File: config.mk
export PLATFORM = sky130hd
export DESIGN_NAME = midi_track_event_parser
export DESIGN_NICKNAME = d
export VERILOG_FILES = /design/src/sv/mtep_pkg.sv /design/src/sv/mtep_front.sv /design/src/sv/mtep_queue.sv /design/src/sv/mtep_back.sv /design/src/sv/midi_track_event_parser.sv
export SDC_FILE = /design/constraint.sdc
export NUM_CORES = 1
export LEC_CHECK = 0
export ABC_AREA = 1
export BUFFER_PORTS_ARGS = -buffer_cell sky130_fd_sc_hd__buf_2
export CELL_PAD_IN_SITES_DETAIL_PLACEMENT = 2
export CELL_PAD_IN_SITES_GLOBAL_PLACEMENT = 2
export CORE_ASPECT_RATIO = 1.75
export CORE_MARGIN = 3
export CORE_UTILIZATION = 45
export CTS_CLUSTER_DIAMETER = 200
export CTS_CLUSTER_SIZE = 20
export DETAILED_ROUTE_END_ITERATION = 6
export PLACE_DENSITY = 0.94
export SLEW_MARGIN = 5
export SYNTH_ARGS = -nofsm -noshare
export SYNTH_HDL_FRONTEND = slang
export SYNTH_HIERARCHICAL = 1
export SYNTH_SLANG_ARGS = --single-unit
export TNS_END_PERCENT = 100
File: constraint.sdc
create_clock -name clk_i -period 33.2 [get_ports clk_i]
set_clock_uncertainty 0.2 [all_clocks]
set_input_delay 1.66 -clock clk_i [delete_from_list [all_inputs] [get_ports clk_i]]
set_output_delay 1.66 -clock clk_i [all_outputs]
set_load 0.01 [all_outputs]
File: src/sv/mtep_pkg.sv
`timescale 1ns / 1ps
// mtep_pkg: shared types and codes for the midi track event parser
// no dependencies

package mtep_pkg;

  typedef enum logic [1:0] {
    KIND_CHANNEL = 2'd0,
    KIND_TEMPO   = 2'd1,
    KIND_END     = 2'd2,
    KIND_ERROR   = 2'd3
  } kind_e;

  localparam logic [2:0] ERR_BAD_DELTA    = 3'd0;
  localparam logic [2:0] ERR_TRUNCATED    = 3'd1;
  localparam logic [2:0] ERR_NO_RUNNING   = 3'd2;
  localparam logic [2:0] ERR_BAD_META     = 3'd3;
  localparam logic [2:0] ERR_ZERO_TEMPO   = 3'd4;
  localparam logic [2:0] ERR_BAD_SYSEX    = 3'd5;
  localparam logic [2:0] ERR_UNSUPPORTED  = 3'd6;

  localparam logic [7:0] META_STATUS   = 8'hFF;
  localparam logic [7:0] META_END      = 8'h2F;
  localparam logic [7:0] META_TEMPO    = 8'h51;
  localparam logic [7:0] SYSEX_START   = 8'hF0;
  localparam logic [7:0] SYSEX_ESCAPE  = 8'hF7;
  localparam logic [7:0] LAST_CHANNEL  = 8'hEF;

  localparam logic [3:0] TYPE_NOTE_OFF = 4'h8;
  localparam logic [3:0] TYPE_NOTE_ON  = 4'h9;
  localparam logic [3:0] TYPE_POLY_AT  = 4'hA;
  localparam logic [3:0] TYPE_PROGRAM  = 4'hC;
  localparam logic [3:0] TYPE_PRESSURE = 4'hD;

  typedef struct packed {
    kind_e       kind;
    logic [31:0] abs_tick;
    logic [7:0]  status_value;
    logic [7:0]  first_data;
    logic [7:0]  second_data;
    logic [23:0] tempo_us;
    logic        has_notes;
    logic [2:0]  error_code;
  } result_t;

  // one input byte's results: r0 always, r1 when two is set
  typedef struct packed {
    result_t r0;
    result_t r1;
    logic    two;
  } rec_t;

endpackage

File: src/sv/mtep_front.sv
`timescale 1ns / 1ps
// mtep_front: byte classifier and track state machine, one byte per cycle while the queue is not full
// depends on mtep_pkg

module mtep_front #(
  parameter int TICK_WIDTH = 32
) (
  input  logic           clk_i,
  input  logic           rst_ni,
  input  logic           in_valid_i,
  output logic           in_ready_o,
  input  logic [7:0]     data_i,
  input  logic           first_i,
  input  logic           last_i,
  input  logic           full_i,
  output logic           push_o,
  output mtep_pkg::rec_t rec_o
);
  import mtep_pkg::*;

  localparam logic [3:0] PH_DELTA     = 4'd0;
  localparam logic [3:0] PH_STATUS    = 4'd1;
  localparam logic [3:0] PH_DATA1     = 4'd2;
  localparam logic [3:0] PH_DATA2     = 4'd3;
  localparam logic [3:0] PH_META_TYPE = 4'd4;
  localparam logic [3:0] PH_META_LEN  = 4'd5;
  localparam logic [3:0] PH_SYSEX_LEN = 4'd6;
  localparam logic [3:0] PH_SKIP      = 4'd7;
  localparam logic [3:0] PH_TEMPO     = 4'd8;

  localparam logic [TICK_WIDTH-1:0] TICK_MAX = '1;

  logic [3:0]            ph_q, ph_d;
  logic [TICK_WIDTH-1:0] tick_q, tick_d;
  logic [7:0]            rs_q, rs_d;
  logic [7:0]            evs_q, evs_d;
  logic [7:0]            hfd_q, hfd_d;
  logic [27:0]           vacc_q, vacc_d;
  logic [1:0]            vcnt_q, vcnt_d;
  logic [7:0]            mk_q, mk_d;
  logic [27:0]           skip_q, skip_d;
  logic [23:0]           tacc_q, tacc_d;
  logic [1:0]            tidx_q, tidx_d;
  logic                  notes_q, notes_d;
  logic                  halt_q, halt_d;

  logic                  fire;
  logic                  vlq_done, vlq_long;
  logic [TICK_WIDTH:0]   tick_sum;
  logic [3:0]            ev_type;
  logic                  emit_a, emit_b;
  result_t               res_a, res_b;
  logic [2:0]            cut;

  assign in_ready_o = !full_i;
  assign fire       = in_valid_i && !full_i;

  always_comb begin
    ph_d     = ph_q;
    tick_d   = tick_q;
    rs_d     = rs_q;
    evs_d    = evs_q;
    hfd_d    = hfd_q;
    vacc_d   = vacc_q;
    vcnt_d   = vcnt_q;
    mk_d     = mk_q;
    skip_d   = skip_q;
    tacc_d   = tacc_q;
    tidx_d   = tidx_q;
    notes_d  = notes_q;
    halt_d   = halt_q;
    emit_a   = 1'b0;
    emit_b   = 1'b0;
    res_a    = '0;
    res_b    = '0;
    vlq_done = 1'b0;
    vlq_long = 1'b0;
    tick_sum = '0;
    ev_type  = '0;
    cut      = ERR_TRUNCATED;

    if (first_i) begin
      ph_d    = PH_DELTA;
      tick_d  = '0;
      rs_d    = '0;
      evs_d   = '0;
      hfd_d   = '0;
      vacc_d  = '0;
      vcnt_d  = '0;
      mk_d    = '0;
      skip_d  = '0;
      tacc_d  = '0;
      tidx_d  = '0;
      notes_d = 1'b0;
      halt_d  = 1'b0;
    end

    if (!halt_d) begin
      // shared quantity decoder for delta, meta and sysex lengths
      if (ph_d == PH_DELTA || ph_d == PH_META_LEN || ph_d == PH_SYSEX_LEN) begin
        vacc_d = {vacc_d[20:0], data_i[6:0]};
        if (!data_i[7]) begin
          vlq_done = 1'b1;
          vcnt_d   = '0;
        end else if (vcnt_d == 2'd3) begin
          vlq_long = 1'b1;
          vcnt_d   = '0;
        end else begin
          vcnt_d = vcnt_d + 2'd1;
        end
      end

      case (ph_d)
        PH_DELTA: begin
          if (vlq_long) begin
            halt_d         = 1'b1;
            emit_a         = 1'b1;
            res_a.kind       = KIND_ERROR;
            res_a.error_code = ERR_BAD_DELTA;
          end else if (vlq_done) begin
            tick_sum = {1'b0, tick_d} + (TICK_WIDTH+1)'(vacc_d);
            tick_d   = tick_sum[TICK_WIDTH] ? TICK_MAX : tick_sum[TICK_WIDTH-1:0];
            ph_d     = PH_STATUS;
          end
        end
        PH_STATUS: begin
          if (!data_i[7]) begin
            if (rs_d == '0) begin
              halt_d           = 1'b1;
              emit_a           = 1'b1;
              res_a.kind       = KIND_ERROR;
              res_a.error_code = ERR_NO_RUNNING;
            end else begin
              evs_d   = rs_d;
              hfd_d   = data_i;
              ev_type = rs_d[7:4];
              if (ev_type == TYPE_PROGRAM || ev_type == TYPE_PRESSURE) begin
                ph_d   = PH_DELTA;
                vacc_d = '0;
                vcnt_d = '0;
              end else begin
                ph_d = PH_DATA2;
              end
            end
          end else begin
            if (data_i <= LAST_CHANNEL) rs_d = data_i;
            evs_d = data_i;
            if (data_i == META_STATUS) begin
              ph_d = PH_META_TYPE;
            end else if (data_i == SYSEX_START || data_i == SYSEX_ESCAPE) begin
              vacc_d = '0;
              vcnt_d = '0;
              ph_d   = PH_SYSEX_LEN;
            end else if (data_i > LAST_CHANNEL) begin
              halt_d           = 1'b1;
              emit_a           = 1'b1;
              res_a.kind       = KIND_ERROR;
              res_a.error_code = ERR_UNSUPPORTED;
            end else begin
              ph_d = PH_DATA1;
            end
          end
        end
        PH_DATA1: begin
          hfd_d   = data_i;
          ev_type = evs_d[7:4];
          if (ev_type == TYPE_PROGRAM || ev_type == TYPE_PRESSURE) begin
            ph_d   = PH_DELTA;
            vacc_d = '0;
            vcnt_d = '0;
          end else begin
            ph_d = PH_DATA2;
          end
        end
        PH_DATA2: begin
          ev_type = evs_d[7:4];
          if (ev_type != TYPE_POLY_AT) begin
            if (ev_type == TYPE_NOTE_OFF || ev_type == TYPE_NOTE_ON) notes_d = 1'b1;
            emit_a             = 1'b1;
            res_a.kind         = KIND_CHANNEL;
            res_a.abs_tick     = 32'(tick_d);
            res_a.status_value = evs_d;
            res_a.first_data   = hfd_d;
            res_a.second_data  = data_i;
          end
          ph_d   = PH_DELTA;
          vacc_d = '0;
          vcnt_d = '0;
        end
        PH_META_TYPE: begin
          mk_d   = data_i;
          vacc_d = '0;
          vcnt_d = '0;
          ph_d   = PH_META_LEN;
        end
        PH_META_LEN: begin
          if (vlq_long) begin
            halt_d           = 1'b1;
            emit_a           = 1'b1;
            res_a.kind       = KIND_ERROR;
            res_a.error_code = ERR_BAD_META;
          end else if (vlq_done) begin
            if (mk_d == META_TEMPO && vacc_d == 28'd3) begin
              tacc_d = '0;
              tidx_d = '0;
              ph_d   = PH_TEMPO;
            end else if (vacc_d == '0) begin
              if (evs_d == META_STATUS && mk_d == META_END) begin
                halt_d          = 1'b1;
                emit_a          = 1'b1;
                res_a.kind      = KIND_END;
                res_a.abs_tick  = 32'(tick_d);
                res_a.has_notes = notes_d;
              end else begin
                ph_d   = PH_DELTA;
                vacc_d = '0;
                vcnt_d = '0;
              end
            end else begin
              skip_d = vacc_d;
              ph_d   = PH_SKIP;
            end
          end
        end
        PH_SYSEX_LEN: begin
          if (vlq_long) begin
            halt_d           = 1'b1;
            emit_a           = 1'b1;
            res_a.kind       = KIND_ERROR;
            res_a.error_code = ERR_BAD_SYSEX;
          end else if (vlq_done) begin
            if (vacc_d == '0) begin
              ph_d   = PH_DELTA;
              vacc_d = '0;
              vcnt_d = '0;
            end else begin
              skip_d = vacc_d;
              ph_d   = PH_SKIP;
            end
          end
        end
        PH_SKIP: begin
          if (skip_d != '0) skip_d = skip_d - 28'd1;
          if (skip_d == '0) begin
            if (evs_d == META_STATUS && mk_d == META_END) begin
              halt_d          = 1'b1;
              emit_a          = 1'b1;
              res_a.kind      = KIND_END;
              res_a.abs_tick  = 32'(tick_d);
              res_a.has_notes = notes_d;
            end else begin
              ph_d   = PH_DELTA;
              vacc_d = '0;
              vcnt_d = '0;
            end
          end
        end
        PH_TEMPO: begin
          tacc_d = {tacc_d[15:0], data_i};
          tidx_d = tidx_d + 2'd1;
          if (tidx_d == 2'd3) begin
            tidx_d = '0;
            if (tacc_d == '0) begin
              halt_d           = 1'b1;
              emit_a           = 1'b1;
              res_a.kind       = KIND_ERROR;
              res_a.error_code = ERR_ZERO_TEMPO;
            end else begin
              emit_a         = 1'b1;
              res_a.kind     = KIND_TEMPO;
              res_a.abs_tick = 32'(tick_d);
              res_a.tempo_us = tacc_d;
              ph_d           = PH_DELTA;
              vacc_d         = '0;
              vcnt_d         = '0;
            end
          end
        end
        default: begin
          ph_d   = PH_DELTA;
          vacc_d = '0;
          vcnt_d = '0;
        end
      endcase

      case (ph_d)
        PH_DELTA:                          cut = ERR_BAD_DELTA;
        PH_SYSEX_LEN:                      cut = ERR_BAD_SYSEX;
        PH_META_TYPE, PH_META_LEN, PH_TEMPO: cut = ERR_BAD_META;
        PH_SKIP:   cut = (evs_d == META_STATUS) ? ERR_BAD_META : ERR_BAD_SYSEX;
        default:                           cut = ERR_TRUNCATED;
      endcase

      if (!halt_d && last_i) begin
        halt_d = 1'b1;
        emit_b = 1'b1;
        if (ph_d == PH_DELTA && vcnt_d == '0) begin
          res_b.kind      = KIND_END;
          res_b.abs_tick  = 32'(tick_d);
          res_b.has_notes = notes_d;
        end else begin
          res_b.kind       = KIND_ERROR;
          res_b.error_code = cut;
        end
      end
    end
  end

  always_comb begin
    rec_o = '0;
    if (emit_a) begin
      rec_o.r0  = res_a;
      rec_o.r1  = res_b;
      rec_o.two = emit_b;
    end else begin
      rec_o.r0 = res_b;
    end
  end

  assign push_o = fire && (emit_a || emit_b);

  always_ff @(posedge clk_i or negedge rst_ni) begin
    if (!rst_ni) begin
      ph_q    <= PH_DELTA;
      tick_q  <= '0;
      rs_q    <= '0;
      evs_q   <= '0;
      hfd_q   <= '0;
      vacc_q  <= '0;
      vcnt_q  <= '0;
      mk_q    <= '0;
      skip_q  <= '0;
      tacc_q  <= '0;
      tidx_q  <= '0;
      notes_q <= 1'b0;
      halt_q  <= 1'b1;
    end else if (fire) begin
      ph_q    <= ph_d;
      tick_q  <= tick_d;
      rs_q    <= rs_d;
      evs_q   <= evs_d;
      hfd_q   <= hfd_d;
      vacc_q  <= vacc_d;
      vcnt_q  <= vcnt_d;
      mk_q    <= mk_d;
      skip_q  <= skip_d;
      tacc_q  <= tacc_d;
      tidx_q  <= tidx_d;
      notes_q <= notes_d;
      halt_q  <= halt_d;
    end
  end

endmodule

File: src/sv/mtep_queue.sv
`timescale 1ns / 1ps
// mtep_queue: small register queue of per-byte result records
// depends on mtep_pkg

module mtep_queue #(
  parameter int DEPTH = 4
) (
  input  logic           clk_i,
  input  logic           rst_ni,
  input  logic           push_i,
  input  mtep_pkg::rec_t rec_i,
  output logic           full_o,
  input  logic           pop_i,
  output logic           valid_o,
  output mtep_pkg::rec_t rec_o
);
  import mtep_pkg::*;

  localparam int AW = (DEPTH > 1) ? $clog2(DEPTH) : 1;
  localparam int CW = $clog2(DEPTH + 1);
  localparam logic [AW-1:0] LAST_PTR = AW'(DEPTH - 1);
  localparam logic [CW-1:0] FULL_CNT = CW'(DEPTH);

  rec_t          mem_q [DEPTH];
  logic [AW-1:0] wr_q, rd_q;
  logic [CW-1:0] cnt_q;
  logic          do_push, do_pop;

  assign full_o  = (cnt_q == FULL_CNT);
  assign valid_o = (cnt_q != '0);
  assign rec_o   = mem_q[rd_q];
  assign do_push = push_i && !full_o;
  assign do_pop  = pop_i && valid_o;

  always_ff @(posedge clk_i) begin
    if (do_push) mem_q[wr_q] <= rec_i;
  end

  always_ff @(posedge clk_i or negedge rst_ni) begin
    if (!rst_ni) begin
      wr_q  <= '0;
      rd_q  <= '0;
      cnt_q <= '0;
    end else begin
      if (do_push) wr_q <= (wr_q == LAST_PTR) ? '0 : wr_q + AW'(1);
      if (do_pop)  rd_q <= (rd_q == LAST_PTR) ? '0 : rd_q + AW'(1);
      if (do_push && !do_pop)      cnt_q <= cnt_q + CW'(1);
      else if (do_pop && !do_push) cnt_q <= cnt_q - CW'(1);
    end
  end

endmodule

File: src/sv/mtep_back.sv
`timescale 1ns / 1ps
// mtep_back: splits queued records into single result beats behind an output register
// depends on mtep_pkg

module mtep_back (
  input  logic              clk_i,
  input  logic              rst_ni,
  input  logic              q_valid_i,
  input  mtep_pkg::rec_t    q_rec_i,
  output logic              q_pop_o,
  output logic              out_valid_o,
  input  logic              out_ready_i,
  output mtep_pkg::result_t out_res_o,
  output logic              out_last_o
);
  import mtep_pkg::*;

  logic    sub_q, sub_d;
  logic    vld_q, vld_d;
  result_t res_q, res_d;
  logic    last_q, last_d;
  logic    load;

  assign load = !vld_q || out_ready_i;

  always_comb begin
    sub_d   = sub_q;
    vld_d   = vld_q;
    res_d   = res_q;
    last_d  = last_q;
    q_pop_o = 1'b0;
    if (load) begin
      vld_d = q_valid_i;
      if (q_valid_i) begin
        res_d  = sub_q ? q_rec_i.r1 : q_rec_i.r0;
        last_d = sub_q || !q_rec_i.two;
        if (q_rec_i.two && !sub_q) begin
          sub_d = 1'b1;
        end else begin
          sub_d   = 1'b0;
          q_pop_o = 1'b1;
        end
      end
    end
  end

  always_ff @(posedge clk_i or negedge rst_ni) begin
    if (!rst_ni) begin
      sub_q <= 1'b0;
      vld_q <= 1'b0;
    end else begin
      sub_q <= sub_d;
      vld_q <= vld_d;
    end
  end

  always_ff @(posedge clk_i) begin
    res_q  <= res_d;
    last_q <= last_d;
  end

  assign out_valid_o = vld_q;
  assign out_res_o   = res_q;
  assign out_last_o  = last_q;

endmodule

File: src/sv/midi_track_event_parser.sv
`timescale 1ns / 1ps
// midi_track_event_parser: streaming track chunk parser, top level
// depends on mtep_pkg, mtep_front, mtep_queue, mtep_back
//
// channel  dir  beat contents
// s_axis   in   tdata[7:0] track byte, tuser first byte of track, tlast last byte of track
// m_axis   out  tdata result fields, tuser kind, tlast last result of its input byte
//
// one byte is taken per cycle while the record queue has room
// a byte's results leave one per cycle while m_axis_tready is high, so a byte with two results takes two output beats
// a byte's first result passes from the front into the queue, then from the queue into the output register
// reset leaves the parser halted until a byte flagged first; no clearing pass
// output stalls fill the queue, then s_axis_tready drops

module midi_track_event_parser #(
  parameter int TICK_WIDTH  = 32,
  parameter int QUEUE_DEPTH = 4
) (
  input  logic        clk_i,
  input  logic        rst_ni,
  input  logic        s_axis_tvalid,
  output logic        s_axis_tready,
  input  logic [7:0]  s_axis_tdata,   // data_byte
  input  logic [0:0]  s_axis_tuser,   // first_in_track
  input  logic        s_axis_tlast,   // last_in_track
  output logic        m_axis_tvalid,
  input  logic        m_axis_tready,
  // abs_tick[31:0], status_value[39:32], first_data[47:40], second_data[55:48],
  // tempo_us[79:56], has_notes[80], error_code[83:81], zero fill[87:84]
  output logic [87:0] m_axis_tdata,
  output logic [1:0]  m_axis_tuser,   // kind
  output logic        m_axis_tlast    // last_of_run
);
  import mtep_pkg::*;

  logic    push, full, pop, q_valid;
  rec_t    rec_in, rec_out;
  result_t res;

  mtep_front #(
    .TICK_WIDTH(TICK_WIDTH)
  ) u_front (
    .clk_i     (clk_i),
    .rst_ni    (rst_ni),
    .in_valid_i(s_axis_tvalid),
    .in_ready_o(s_axis_tready),
    .data_i    (s_axis_tdata),
    .first_i   (s_axis_tuser[0]),
    .last_i    (s_axis_tlast),
    .full_i    (full),
    .push_o    (push),
    .rec_o     (rec_in)
  );

  mtep_queue #(
    .DEPTH(QUEUE_DEPTH)
  ) u_queue (
    .clk_i  (clk_i),
    .rst_ni (rst_ni),
    .push_i (push),
    .rec_i  (rec_in),
    .full_o (full),
    .pop_i  (pop),
    .valid_o(q_valid),
    .rec_o  (rec_out)
  );

  mtep_back u_back (
    .clk_i      (clk_i),
    .rst_ni     (rst_ni),
    .q_valid_i  (q_valid),
    .q_rec_i    (rec_out),
    .q_pop_o    (pop),
    .out_valid_o(m_axis_tvalid),
    .out_ready_i(m_axis_tready),
    .out_res_o  (res),
    .out_last_o (m_axis_tlast)
  );

  assign m_axis_tuser = res.kind;
  assign m_axis_tdata = {4'b0, res.error_code, res.has_notes, res.tempo_us,
                         res.second_data, res.first_data, res.status_value, res.abs_tick};

endmodule
Word level (Yosys, flattened, before mapping)
Memory sizes are Yosys's and may differ from the RTL's.
Index checks and enable logic that the tools add are counted.

word-level totals
  word-level logic and storage cells = 332
  memories = 1
  bits in writable memories = 692
  flip-flop bits (word level) = 250
  input port bits = 14
  output and inout port bits = 93

cells by class
  $add $sub $neg = 8
  reduce and logical (&&, ||, !) cells = 40
  eq/ne operators = 33
  muxes and demuxes = 221
  magnitude comparators = 2

memories
  name           words  width  read ports  clocked after Yosys merged registers in  wr ports  RTL line          RTL
  u_queue.mem_q  4      173    1           0                                        1         mtep_queue.sv:24  rec_t mem_q [DEPTH];

operators by type and width
  kind                                                               count
  28-bit two-way mux                                                 32
  32-bit two-way mux                                                 9
  34-bit two-way mux                                                 8
  86-bit two-way mux                                                 3
  24-bit two-way mux                                                 9
  28-bit case mux with 7 select lines                                1
  8-bit two-way mux                                                  18
  32-bit case mux with 4 select lines                                1
  4-bit two-way mux                                                  22
  87-bit two-way mux                                                 1
  2-bit two-way mux                                                  43
  28-bit case mux with 3 select lines                                1
  28-bit zero test                                                   2
  56-bit two-way mux                                                 1
  1-bit two-way mux                                                  49
  24-bit case mux with 2 select lines                                1
  8-bit == test (second input constant)                              5
  3-bit two-way mux                                                  12
  32-bit by 28-bit adder with 33-bit output                          1
  4-bit by 3-bit == test with 1-bit output (second input constant)   8
  4-bit == test (second input constant)                              8
  4-bit case mux with 8 select lines                                 1
  28-bit by 2-bit == test with 1-bit output (second input constant)  1
  28-bit nonzero test                                                1
  other kinds (33)                                                   66

Logic depth before layout (Yosys ltp)
  depth in word-level cells = 24
  gate-level depth with buffers = 36
  mapped depth without buffers = 32

Hierarchy
Netlist, hierarchy kept.

modules (own cells, without submodules)
  module                   cells each  area each (µm²)  seq. area each (µm²)  instances
  mtep_queue               2078        28021.9          20955.1               1
  mtep_front               2205        13800.7          3654.8                1
  mtep_back                379         3818.7           2662.6                1
  midi_track_event_parser  5           33.8             0.0                   1

Least setup slack after synthesis
OpenSTA, ideal clock, no wires.

  path type = input to register
  from = in s_axis_tuser
  to = mem u_queue/mem_q[0][0] (netlist name), enable pin
  library setup time = 709 ps
  data arrival time = 11686 ps
  required time = 32291 ps
  path slack = 20605 ps
  path buffers = 6
  stages = 28
  cells stage by stage = buf_6 > inv_2 > buf_6 > clkbuf_1 > nand2_1 > ha_1 > inv_1 > nor2_1 > nand2_1 > nor2_4 > nand2_4 > buf_6 > nand2_2 > nand3_1 > nor2_1 > nand2_1 > nor2_1 > and2_1 > nand2_1 > nand2_1 > nor2_2 > nand2_1 > nand2_1 > buf_2 > buf_2 > a21oi_1 > nand2_1 > nor2_1

on the way
  cells in the longest elaborated chain, start to end = 22
  elaborated cells on any way between the ends = 73
  classes of those cells = add/sub (2); eq/ne (13); mux (42); reduce/logical (16)

RTL lines
  what                                                                                    RTL line                       RTL
  start: declaration                                                                      midi_track_event_parser.sv:24  input logic [0:0] s_axis_tuser,
  branches (longest 17 deep; another with 28-bit by 1-bit subtractor with 28-bit output)  n/a
  1-bit logical OR *                                                                      mtep_front.sv:320              assign push_o = fire && (emit_a || emit_b);
  1-bit logical AND *                                                                     mtep_front.sv:320
  named net push                                                                          midi_track_event_parser.sv:36  logic push, full, pop, q_valid;
  1-bit logical AND *                                                                     mtep_queue.sv:32               assign do_push = push_i && !full_o;
  1-bit two-way mux *                                                                     mtep_queue.sv:36               if (do_push) mem_q[wr_q] <= rec_i;
  1-bit two-way mux (not written as such) *                                               mtep_queue.sv:36
  end: declaration                                                                        mtep_queue.sv:24

Mark *: on every way through the listed nets, which the timed path passes. The select of a mux whose other input is x is not followed.

Worst setup path in the final report
  from = in s_axis_tuser
  to = mem u_queue/mem_q[3][37] (netlist name), enable pin

Same word-level chain as after synthesis.

==> flow_metrics.env <==
export IMPL_clock_latency_ps=700
export IMPL_reg2reg_slack_ps=24970
export IMPL_slew_violations=0
export IMPL_max_freq_mhz=103
export IMPL_clkTransAtPathRegs_ps=100
export IMPL_drcViolationCount=0
export IMPL_cts_setup_buffers=0
export IMPL_syn_area_mm2=0.0457
export IMPL_routabilityCongestion=0.948
export IMPL_grt_pass1_vias=41800
export IMPL_cts_tree="yes"
export IMPL_critPathKind="primary input to register"
export IMPL_rsz0062_at_grt="no"
export IMPL_synth_most_common_cell="nand2_1"
export IMPL_crit_fanout=61
export IMPL_track_usage_pct=38.7
export IMPL_setup_violations=0
export IMPL_regArea_mm2=0.0273
export IMPL_synth_top_area_share_pct=51.2
export IMPL_drt_iter0_markers=4431
export IMPL_fillers=10500
export IMPL_dp_hpwl_um=128000
export IMPL_hold_viol=0
export IMPL_yosys_warnings=6
export IMPL_synthArstFlopShare_pct=16.6
export IMPL_synth_edff_count=779
export IMPL_hp_class="register to register"
export IMPL_synth_compound_area_share_pct=11.6
export IMPL_p_leak_nw=19.8
export IMPL_hold_buffers=0
export IMPL_slew_headroom_pct=11.5
export IMPL_ant_nets=0
export IMPL_maxCapViolations=0
export IMPL_cp_start_kind="primary input"
export IMPL_multi_input_comb_area_mm2=0.0140
export IMPL_status="complete, no violations"
export IMPL_synth_ff_type="edfxtp_1"
export IMPL_cts_buffer_depth=3
export IMPL_drt_pass1_iterations=6
export IMPL_area_growth_pct=4.92
export IMPL_synth_area_leader_cell="edfxtp_1"
export IMPL_power_density_mw_per_mm2=89.0
export IMPL_cts_sinks=934
export IMPL_initial_utilization_pct=45.3
export IMPL_rows=154
export IMPL_period_needed_ps=9750
export IMPL_vias=38300
export IMPL_die_w_um=247
export IMPL_cts_inserted_buffers=52
export IMPL_synth_seq_area_share_pct=59.7
export IMPL_ys_seq_elements=934
export IMPL_vias_per_cell=6.40
export IMPL_htree_levels=2
export IMPL_fin_area_mm2=0.0479
export IMPL_wl_per_cell_um=34.5
export IMPL_synth_cell_types=57
export IMPL_synthTopCellsByCount="nand2_1 (1236), edfxtp_1 (779), inv_1 (692), o211ai_1 (354), nor2_1 (271)"
export IMPL_cp_required_ps=33290
export IMPL_drive_gt1_share_pct=6.49
export IMPL_nets=4671
export IMPL_synth_xor_area_share_pct=0.633
export IMPL_synth_avg_cell_area_um2=9.79
export IMPL_io_buffers=102
export IMPL_core_area_mm2=0.101
export IMPL_synth_top_family_by_area="simple AND/OR/NAND/NOR gates"
export IMPL_finalPower_mw=4.27
export IMPL_critPathArrivalTime_ps=9840
export IMPL_grt_overflow=0
export IMPL_drt_wl_total_um=206000
export IMPL_grt_max_degree=145
export IMPL_period_share_pct=29.4
export IMPL_antenna_found_initial=13
export IMPL_setup_tns_ps=0
export IMPL_die_y_um=427
export IMPL_synth_simple_area_share_pct=16.6
export IMPL_end_kind="register"
export IMPL_synth_cells=4667
export IMPL_dieArea_mm2=0.106
export IMPL_synth_fa_ha_area_share_pct=1.07
export IMPL_vdd_drop_max_mv=0.0769
export IMPL_ios=107
export IMPL_worst_slew_pin_slew_ps=1320
export IMPL_grt_pass1_wl_um=298000
export IMPL_cts_resized=0
export IMPL_dpl_cell_area_mm2=0.0464
export IMPL_ys_top_cells_by_area="edfxtp_1 (51%), nand2_1 (10%), dfrtp_1 (8.4%), o211ai_1 (5.8%), inv_1 (5.7%)"
export IMPL_synth_mux_area_share_pct=0
export IMPL_clockRootBuffer="clkbuf_16"
[power by group]
part / leakage, nW / switching (mW) / total [mW] / internal [mW]
registers: 9.28 / 0.158 / 1.69 / 1.53
clock network: 0.700 / 0.430 / 0.726 / 0.296
logic: 9.85 / 1.42 / 1.85 / 0.423
total: 19.8 / 2.01 / 4.27 / 2.25
[state kept, by name, summed over array words and instances, names as in the netlist, 4 cells and up]
name	cells
u_front/mk_q	8
u_front/tick_q	32
u_front/ph_q	4
u_front/evs_q	8
u_back/out_res_o	86
u_queue/mem_q	692
u_front/rs_q	8
u_front/hfd_q	8
u_front/tacc_q	16
u_front/vacc_q	28
u_front/skip_q	28
[per-stage QoR]
stage               hold WS (ps)  setup slack [ps]  std cells  utilization, %
floorplan                    249             20600       4721               -
global placement             266             23720       5891            46.1
detailed placement           273             23190       5891            46.1
CTS                          299             23740       5976            47.5
global route                 339             23110       5976            47.5
finish                       300             23450       5980            47.6
[worst max-delay path, cell delays in order]
cell     delay [ps]
buf_2            80
buf_4           410
inv_2            40
buf_4           340
nand2_1         240
nor2_1          110
nand2_2         470
nand3_4         690
o21ai_0         550
nand2_1         110
nor2_2          190
inv_2            90
nor2_8          150
nand3_2         100
nand2_1         170
nor3b_2          90
nor2_2          150
nand3_1         180
nor2_1          140
buf_4           220
inv_1           100
a21oi_1         380
nand2_1         450
nor2_4          780
buf_4           720
buf_4           910
[cell usage in the layout, fill, tap and decap left out, types with 7 or more instances in the layout]
cell type  synthesis  final
nand2_1         1236   1234
edfxtp_1         779    779
inv_1            692    689
o211ai_1         354    354
nor2_1           271    264
o21ai_0          205    205
dfrtp_1          154    151
a21oi_1          117    117
buf_2             91    101
nand3_1           97     97
nand4_1           85     85
nor3_1            61     60
conb_1             2     56
clkbuf_16          0     52
buf_4             69     50
o22ai_1           47     47
ha_1              36     36
clkbuf_1          64     29
nand2_2           27     28
xor2_1            26     26
a31oi_1           15     15
o221ai_1          13     13
nor4_1            13     12
nor2_2             9     11
o21ai_2           11     11
a22oi_1           11     11
nor3_2            10     11
o32ai_1           11     11
nor2_4             5     10
o21ai_1            9      9
xnor2_1            7      7
[metal layers]
metal / vias up / part of all wire [%] / track usage, %
met4: 14 / 9.3 / 29.6
li1: 15400 / - / -
met3: 958 / 7.1 / 6.22
met2: 2411 / 50 / 66.6
met1: 19500 / 34 / 42.5
met5: - / 0.040 / 0
[final timing paths]
| kind | start | to | cells after the start |
|---|---|---|---|
| min in group asynchronous | rst_ni | u_front/tick_q[18] | 1 |
| setup / recovery | s_axis_tuser | u_queue/mem_q[3][37] | 26 |
| hold reg to reg | u_front/rs_q[2] | u_front/rs_q[2] | 2 |
| setup reg to reg | u_front/ph_q[0] | u_queue/mem_q[3][37] | 22 |
| max in group asynchronous | rst_ni | u_front/tacc_q[1] | 2 |
| hold / removal | u_front/rs_q[2] | u_front/rs_q[2] | 2 |
[kinds of logic after synthesis]
| group | Yosys count |
|---|---|
| AOI/OAI and AO/OA | 821 |
| xor gates and xnor gates | 33 |
| adders and majority gates | 38 |
| buffers and inverters | 1009 |
| DFF | 934 |
| other | 2 |
| and+or+nand+nor | 1830 |
[cell type report]
type                       instances  share of cell area (%)
timing repair buffer             153                    1.90
clock buffer                      81                    2.94
multi-input combinational       2778                    29.1
tap                             1326                    3.46
sequential                       934                    56.9
inverter                         700                    5.50
clock inverter                     4                   0.112
antenna                            4                  0.0209
Power figures use the tool's default switching activity.
